==> src/rtl/core/eigs_pkg.sv <==
// Shared types for the even interval group splitter.
// Holds the result status codes, controller states and the
// command/status structs between controller and datapath.
package eigs_pkg;

  typedef enum logic [1:0] {
    ST_OK         = 2'd0,
    ST_END_BELOW  = 2'd1,
    ST_BAD_COUNT  = 2'd2,
    ST_BAD_SELECT = 2'd3
  } status_t;

  typedef enum logic [2:0] {
    S_IDLE,
    S_CHECK,
    S_DIV,
    S_WALK,
    S_ERR
  } state_t;

  // controller -> datapath
  typedef struct packed {
    logic load;       // capture input item, seed divider and walk
    logic div_step;   // one restoring divide step
    logic walk_step;  // advance to the next group
    logic emit_err;   // write an error result
  } cmd_t;

  // datapath -> controller
  typedef struct packed {
    status_t err;        // error code of the captured item
    logic    div_done;   // current divide step is the final one
    logic    walk_emit;  // current group produces a result
    logic    walk_last;  // current group is the final result
    logic    out_free;   // output register can take a result this cycle
  } stat_t;

endpackage

==> src/rtl/core/even_interval_group_splitter.sv <==
// Sequence: accept, a check state, INDEX_WIDTH bit-serial divide steps, then the group walk.
// The walk advances one group per cycle while the output register can take each result.
// An error item skips the divide and the walk and gives a single error result.
// The divider is bit-serial and the group walk keeps a running group start.
// One item at a time; while m_axis_tready is low, a pending result holds back further results.
// Reset (rst, synchronous, active high) returns to idle and drops m_axis_tvalid.
module even_interval_group_splitter #(
  parameter int INDEX_WIDTH = 32,
  parameter int MAX_GROUPS  = 64
) (
  input  logic                                   clk,
  input  logic                                   rst,
  input  logic                                   s_axis_tvalid,
  output logic                                   s_axis_tready,
  // interval_start, interval_end, group_count[6:0], group_select[5:0], zero pad
  input  logic [((2*INDEX_WIDTH+13+7)/8)*8-1:0]  s_axis_tdata,
  // action
  input  logic                                   s_axis_tuser,
  output logic                                   m_axis_tvalid,
  input  logic                                   m_axis_tready,
  // group_number[5:0], group_start, group_end, element count, zero pad
  output logic [((3*INDEX_WIDTH+6+7)/8)*8-1:0]   m_axis_tdata,
  // status
  output logic [1:0]                             m_axis_tuser,
  output logic                                   m_axis_tlast
);

  eigs_pkg::cmd_t  cmd;
  eigs_pkg::stat_t stat;

  eigs_ctrl u_ctrl (
    .clk           (clk),
    .rst           (rst),
    .s_axis_tvalid (s_axis_tvalid),
    .s_axis_tready (s_axis_tready),
    .stat          (stat),
    .cmd           (cmd)
  );

  eigs_dp #(
    .INDEX_WIDTH (INDEX_WIDTH),
    .MAX_GROUPS  (MAX_GROUPS)
  ) u_dp (
    .clk           (clk),
    .rst           (rst),
    .s_axis_tdata  (s_axis_tdata),
    .s_axis_tuser  (s_axis_tuser),
    .cmd           (cmd),
    .stat          (stat),
    .m_axis_tvalid (m_axis_tvalid),
    .m_axis_tready (m_axis_tready),
    .m_axis_tdata  (m_axis_tdata),
    .m_axis_tuser  (m_axis_tuser),
    .m_axis_tlast  (m_axis_tlast)
  );

  a_no_overwrite: assert property (@(posedge clk) disable iff (rst)
    (cmd.walk_step && stat.walk_emit) || cmd.emit_err |-> stat.out_free)
    else $error("result written over a pending output item");

  a_one_cmd: assert property (@(posedge clk) disable iff (rst)
    $countones({cmd.load, cmd.div_step, cmd.walk_step, cmd.emit_err}) <= 1)
    else $error("controller issued more than one command");

  a_load_on_accept: assert property (@(posedge clk) disable iff (rst)
    cmd.load == (s_axis_tvalid && s_axis_tready))
    else $error("capture does not match input handshake");

endmodule

==> src/rtl/core/eigs_ctrl.sv <==
// Controller state machine for the even interval group splitter.
// Sequences capture, check, divide and group walk.
// Depends on eigs_pkg.
module eigs_ctrl (
  input  logic            clk,
  input  logic            rst,
  input  logic            s_axis_tvalid,
  output logic            s_axis_tready,
  input  eigs_pkg::stat_t stat,
  output eigs_pkg::cmd_t  cmd
);

  eigs_pkg::state_t state;
  eigs_pkg::state_t state_next;

  always_ff @(posedge clk) begin
    if (rst) begin
      state <= eigs_pkg::S_IDLE;
    end else begin
      state <= state_next;
    end
  end

  always_comb begin
    state_next    = state;
    cmd           = '0;
    s_axis_tready = 1'b0;
    unique case (state)
      eigs_pkg::S_IDLE: begin
        s_axis_tready = 1'b1;
        if (s_axis_tvalid) begin
          cmd.load   = 1'b1;
          state_next = eigs_pkg::S_CHECK;
        end
      end
      eigs_pkg::S_CHECK: begin
        if (stat.err != eigs_pkg::ST_OK) begin
          state_next = eigs_pkg::S_ERR;
        end else begin
          state_next = eigs_pkg::S_DIV;
        end
      end
      eigs_pkg::S_DIV: begin
        cmd.div_step = 1'b1;
        if (stat.div_done) begin
          state_next = eigs_pkg::S_WALK;
        end
      end
      eigs_pkg::S_WALK: begin
        // groups before the selected one are skipped without waiting on output
        if (!stat.walk_emit || stat.out_free) begin
          cmd.walk_step = 1'b1;
          if (stat.walk_emit && stat.walk_last) begin
            state_next = eigs_pkg::S_IDLE;
          end
        end
      end
      eigs_pkg::S_ERR: begin
        if (stat.out_free) begin
          cmd.emit_err = 1'b1;
          state_next   = eigs_pkg::S_IDLE;
        end
      end
      default: begin
        state_next = eigs_pkg::S_IDLE;
      end
    endcase
  end

endmodule

==> src/rtl/core/eigs_dp.sv <==
// Datapath for the even interval group splitter: input capture, error check,
// bit-serial divider, running group start and the output register.
// Depends on eigs_pkg.
module eigs_dp #(
  parameter int INDEX_WIDTH = 32,
  parameter int MAX_GROUPS  = 64
) (
  input  logic                                   clk,
  input  logic                                   rst,
  input  logic [((2*INDEX_WIDTH+13+7)/8)*8-1:0]  s_axis_tdata,
  input  logic                                   s_axis_tuser,
  input  eigs_pkg::cmd_t                         cmd,
  output eigs_pkg::stat_t                        stat,
  output logic                                   m_axis_tvalid,
  input  logic                                   m_axis_tready,
  output logic [((3*INDEX_WIDTH+6+7)/8)*8-1:0]   m_axis_tdata,
  output logic [1:0]                             m_axis_tuser,
  output logic                                   m_axis_tlast
);

  localparam int IW  = INDEX_WIDTH;
  localparam int CW  = $clog2(INDEX_WIDTH);
  localparam int ODW = ((3*INDEX_WIDTH+6+7)/8)*8;

  logic [IW-1:0] in_start;
  logic [IW-1:0] in_end;
  logic [6:0]    in_count;
  logic [5:0]    in_sel;
  eigs_pkg::status_t err_in;

  assign in_start = s_axis_tdata[IW-1:0];
  assign in_end   = s_axis_tdata[2*IW-1:IW];
  assign in_count = s_axis_tdata[2*IW+6:2*IW];
  assign in_sel   = s_axis_tdata[2*IW+12:2*IW+7];

  always_comb begin
    if (in_end < in_start) begin
      err_in = eigs_pkg::ST_END_BELOW;
    end else if (in_count == 7'd0 || in_count > 7'(MAX_GROUPS)) begin
      err_in = eigs_pkg::ST_BAD_COUNT;
    end else if (s_axis_tuser && {1'b0, in_sel} >= in_count) begin
      err_in = eigs_pkg::ST_BAD_SELECT;
    end else begin
      err_in = eigs_pkg::ST_OK;
    end
  end

  // captured item
  logic              act;
  logic [6:0]        count;
  logic [5:0]        sel;
  eigs_pkg::status_t err;

  // divider: dq shifts the length out and the quotient in
  logic [IW-1:0] dq;
  logic [6:0]    rem;
  logic [CW-1:0] cnt;
  logic [7:0]    trial;
  logic          qbit;

  // group walk
  logic [IW-1:0] cur_start;
  logic [IW-1:0] walk_end;
  logic [5:0]    g;
  logic          extra;

  // output register
  logic [5:0]        onum;
  logic [IW-1:0]     ostart;
  logic [IW-1:0]     oend;
  logic [IW-1:0]     osize;
  eigs_pkg::status_t ostatus;
  logic              olast;
  logic              out_wr;

  assign trial = {rem, dq[IW-1]};
  assign qbit  = (trial >= {1'b0, count});

  assign extra    = ({1'b0, g} < rem);
  assign walk_end = cur_start + dq + IW'(extra);

  assign stat.err       = err;
  assign stat.div_done  = (cnt == CW'(IW-1));
  assign stat.walk_emit = !act || (g == sel);
  assign stat.walk_last = act ? (g == sel) : (({1'b0, g} + 7'd1) == count);
  assign stat.out_free  = !m_axis_tvalid || m_axis_tready;

  assign out_wr = (cmd.walk_step && stat.walk_emit) || cmd.emit_err;

  always_ff @(posedge clk) begin
    if (cmd.load) begin
      act       <= s_axis_tuser;
      count     <= in_count;
      sel       <= in_sel;
      err       <= err_in;
      dq        <= in_end - in_start;
      rem       <= '0;
      cnt       <= '0;
      cur_start <= in_start;
      g         <= '0;
    end else begin
      if (cmd.div_step) begin
        rem <= qbit ? 7'(trial - {1'b0, count}) : trial[6:0];
        dq  <= {dq[IW-2:0], qbit};
        cnt <= cnt + CW'(1);
      end
      if (cmd.walk_step) begin
        cur_start <= walk_end;
        g         <= g + 6'd1;
      end
    end
  end

  always_ff @(posedge clk) begin
    if (cmd.walk_step && stat.walk_emit) begin
      onum    <= g;
      ostart  <= cur_start;
      oend    <= walk_end;
      osize   <= walk_end - cur_start;
      ostatus <= eigs_pkg::ST_OK;
      olast   <= stat.walk_last;
    end else if (cmd.emit_err) begin
      onum    <= '0;
      ostart  <= '0;
      oend    <= '0;
      osize   <= '0;
      ostatus <= err;
      olast   <= 1'b1;
    end
  end

  always_ff @(posedge clk) begin
    if (rst) begin
      m_axis_tvalid <= 1'b0;
    end else if (out_wr) begin
      m_axis_tvalid <= 1'b1;
    end else if (m_axis_tready) begin
      m_axis_tvalid <= 1'b0;
    end
  end

  assign m_axis_tdata = ODW'({osize, oend, ostart, onum});
  assign m_axis_tuser = ostatus;
  assign m_axis_tlast = olast;

  a_err_result_clean: assert property (@(posedge clk) disable iff (rst)
    m_axis_tvalid && ostatus != eigs_pkg::ST_OK |->
      olast && onum == '0 && ostart == '0 && oend == '0)
    else $error("error result carries group data or lacks last");

  a_rem_below_count: assert property (@(posedge clk) disable iff (rst)
    cmd.walk_step |-> rem < count)
    else $error("remainder not below group count during walk");

  a_walk_after_ok: assert property (@(posedge clk) disable iff (rst)
    cmd.walk_step |-> err == eigs_pkg::ST_OK && count != 7'd0)
    else $error("group walk on an item flagged as error");

endmodule
==> config.mk <==
export PLATFORM = sky130hd
export DESIGN_NAME = even_interval_group_splitter
export DESIGN_NICKNAME = d
export VERILOG_FILES = /design/src/rtl/core/eigs_pkg.sv /design/src/rtl/core/even_interval_group_splitter.sv /design/src/rtl/core/eigs_ctrl.sv /design/src/rtl/core/eigs_dp.sv
export SDC_FILE = /design/constraint.sdc
export NUM_CORES = 1
export LEC_CHECK = 0
export ABC_AREA = 1
export BUFFER_PORTS_ARGS = -buffer_cell sky130_fd_sc_hd__clkbuf_2
export CORE_MARGIN = 2
export CORE_UTILIZATION = 50
export CTS_BUF_LIST = sky130_fd_sc_hd__clkbuf_16
export DETAILED_ROUTE_END_ITERATION = 7
export PLACE_DENSITY = 0.76
export SETUP_SLACK_MARGIN = 0.02
export SLEW_MARGIN = 20
export SYNTH_ARGS = -nofsm -noshare
export SYNTH_HDL_FRONTEND = slang
export SYNTH_HIERARCHICAL = 1
export SYNTH_SLANG_ARGS = --single-unit
==> constraint.sdc <==
create_clock -name clk -period 14.7 [get_ports clk]
set_clock_uncertainty 0.2 [all_clocks]
set_input_delay 2.94 -clock clk [delete_from_list [all_inputs] [get_ports clk]]
set_output_delay 2.94 -clock clk [all_outputs]
set_load 0.005 [all_outputs]
==> impl_metrics.tcl <==
set metrics [dict create \
    status "finished clean" \
    finalNetCount 2245 \
    ctsHoldBuffers 0 \
    crit_fanout 81 \
    crit_start "m_axis_tready" \
    netlist_area_um2 14450 \
    wl_per_cell_um 16.64 \
    worst_ep_required_time_ps 14630 \
    post-cts-setup-buffers 0 \
    worst-setup-path-type "input pin to flip-flop" \
    crit_path_max_incr_delay_ps 760 \
    drive_gt1_frac 0.1240 \
    std_cell_rows 62 \
    rr_worst_depth 28 \
    worstSetupPathDepth 8 \
    io_pins 194 \
    setup_tns_ps 0 \
    drt_pass1_iterations 6 \
    crit_path_end "u_dp/oend[28]" \
    setup_violations 0 \
    rrSetupSlack_ps 8920 \
    area_growth_pct 14.38 \
    vias_per_cell 5.337 \
    drc 0 \
    hold_class "flip-flop to flip-flop" \
    grt_pass1_wl_um 63740 \
    slew_violations 0 \
    numPortBuffers 188 \
    cp_slowest_cell "buf_4" \
    overflow 0 \
    path_delay_family "simple AND/OR/NAND/NOR gates" \
    ys_ff_latch 207 \
    synth.yosys.seq_area_share 0.4137 \
    finalCriticalPeriod_ps 6156 \
    antennaDiodeCount 0 \
    end_kind "flip-flop" \
    numCtsBuffers 23 \
    pre_cts_slack_ps 8093 \
    synth_enable_flop_cells 183 \
    fin_crit_sh 0.4188 \
    yosys_warnings 6 \
    cts_tree "done" \
    cp.arrival_ps 6090 \
    antenna_left 0 \
    grtUsageTotal 0.2639 \
    fillers 2694 \
    synth.distinct_cells 51 \
    grt_max_degree 82 \
    fmax_mhz 162.4 \
    vias 13030 \
    initial_core_util 0.5060 \
    slew_headroom 0.3570 \
    dieWidth_um 174.0 \
    dieArea_um2 30270 \
    cts_sinks 207 \
    cts_buffer_depth 3 \
    postLayoutCoreUtil 0.5788 \
    yosys.area.top_type_share 0.3804 \
    cp-start-kind "input pin" \
    tightest_slew_ps 964.6 \
    hpwl_um 32700 \
    synth_area_per_cell_um2 7.808 \
    yosysTopAreaCell "edfxtp_1" \
    synthMostInstantiatedCell "nand2_1" \
    maxCapViolCount 0 \
    initialDrtViolationCount 1303 \
    reg2reg_from "u_dp/g[2]" \
    critPathBufInv 4 \
    rsz0062_at_grt "no" \
    fp.dieH_um 174.0 \
    path_cells "clkbuf_2 -> inv_1 -> nand2_1 -> inv_1 -> a211oi_1 -> nand2_4 -> nand2_4 -> buf_4" \
    regToRegEndpoint "u_dp/osize[31]" \
    gp_congestion 0.9380 \
    clkLatencyLatePin_ps 530 \
    async_flop_share 0 \
    synthTopCellsByArea "edfxtp_1, nand2_1, ha_1, inv_1, nor2_1" \
    synthTopCellsByCount "nand2_1, inv_1, nor2_1" \
    ctsHtreeMaxLevel 1 \
    hold_viol 0 \
    clkTransAtPathRegs_ps 60 \
    synthFlopType "edfxtp_1" \
    core-area_um2 28550 \
    drt-total-wl_um 40630 \
    setup_slack_ps 8544 \
    cts.repair.resized 0 \
    netlist_instances 1850 \
    cts-root-buf "clkbuf_16" \
    antenna_found_initial 1 \
    grt_pass1_vias 12180 \
]
## state kept, by name (all words and copies together) (netlist names), 3 cells and up
name	count
u_dp/count	7
u_dp/osize	32
u_dp/sel	6
u_dp/oend	32
u_dp/onum	6
u_dp/cnt	5
u_dp/g	6
u_dp/ostart	32
u_dp/rem	7
u_dp/dq	32
u_ctrl/state	3
u_dp/cur_start	32
## cell type report
cell class | count | area (um^2) | share of cell area
repair buffers | 193 | 978.4 | 0.05922
well taps | 384 | 480.5 | 0.02908
multi-input cells | 1350 | 7353 | 0.4451
inverters | 266 | 999.7 | 0.06051
clock inverters | 18 | 158.9 | 0.009618
flip-flops and latches | 207 | 5976 | 0.3617
clock buffers | 23 | 575.6 | 0.03484
## worst min path at each step
stage	startpoint	endpoint	slack, ps	depth (start not counted)
5_1_grt	u_dp/m_axis_tuser[0]	u_dp/m_axis_tuser[0]	310	2
6_report	u_dp/m_axis_tuser[1]	u_dp/m_axis_tuser[1]	290	2
3_3_place_gp	u_dp/m_axis_tuser[1]	u_dp/m_axis_tuser[1]	260	2
4_1_cts	u_dp/m_axis_tuser[1]	u_dp/m_axis_tuser[1]	280	2
3_5_place_dp	u_dp/m_axis_tuser[1]	u_dp/m_axis_tuser[1]	270	2
2_1_floorplan	u_dp/rem[6]	u_dp/rem[6]	250	2
## logic make-up after synthesis
logic type               after synthesis  share of synthesized area
AO/OA/AOI/OAI                        346                     0.1332
XOR/XNOR                              51                    0.03144
adder cells (fa/ha/maj)              119                     0.1057
buffers and inverters                294                    0.07856
flip-flops                           207                     0.4137
other                                  1                  0.0002596
AND/OR/NAND/NOR                      832                     0.2372
## routing by layer
layer  up-vias  routed length (um)  global-route usage
li1       6568                   -                   -
met2       456               18270              0.4294
met1      5953               19050              0.3833
met5         -                   0                   0
met4         0                 700             0.05532
met3        51                2609             0.02800
## worst min-delay path, cell delays in order, from the launching register on
cell and delay [ps]:
dfxtp_1 320, nand2_1 60, a21oi_1 60
## placed cells by master (no fill, tap or decap), types with 3 or more instances in the layout
cell type / Yosys / layout
or2_1: 3 / 3
nand3_1: 83 / 83
xnor2_1: 22 / 22
clkinvlp_4: 0 / 5
nand3b_1: 12 / 12
o21a_1: 12 / 12
nor3b_1: 3 / 3
nor3_1: 26 / 26
fa_1: 5 / 5
buf_4: 4 / 5
clkbuf_16: 0 / 23
nand4_1: 17 / 17
xor2_1: 28 / 28
clkinv_2: 1 / 5
clkbuf_2: 0 / 188
edfxtp_1: 183 / 183
o22ai_1: 5 / 5
o21ai_2: 3 / 3
a21oi_1: 150 / 150
ha_1: 114 / 114
inv_2: 2 / 3
a21o_1: 13 / 13
o211ai_1: 7 / 7
clkinv_1: 0 / 3
o21ai_1: 7 / 7
nor2_1: 237 / 236
o21ai_0: 114 / 114
a21boi_0: 4 / 4
inv_1: 263 / 263
or2_2: 8 / 8
o21bai_1: 12 / 12
dfxtp_1: 24 / 24
a31oi_1: 6 / 6
nand2_1: 429 / 428
nor4_1: 8 / 8
## per-stage QoR
| stage | std cells | hold WS, ps | cell area [um^2] |
|---|---|---|---|
| floorplan | 1851 | 251.7 | 14450 |
| global placement | 2400 | 262.0 | 15790 |
| detailed placement | 2400 | 267.9 | 15790 |
| CTS | 2441 | 279.2 | 16520 |
| global route | 2441 | 307.9 | 16520 |
| finish | 2441 | 287.1 | 16520 |
Power is left out: the tool's default activity adds up to more than one toggle a clock period on the data nets, which glitch-free logic cannot reach.
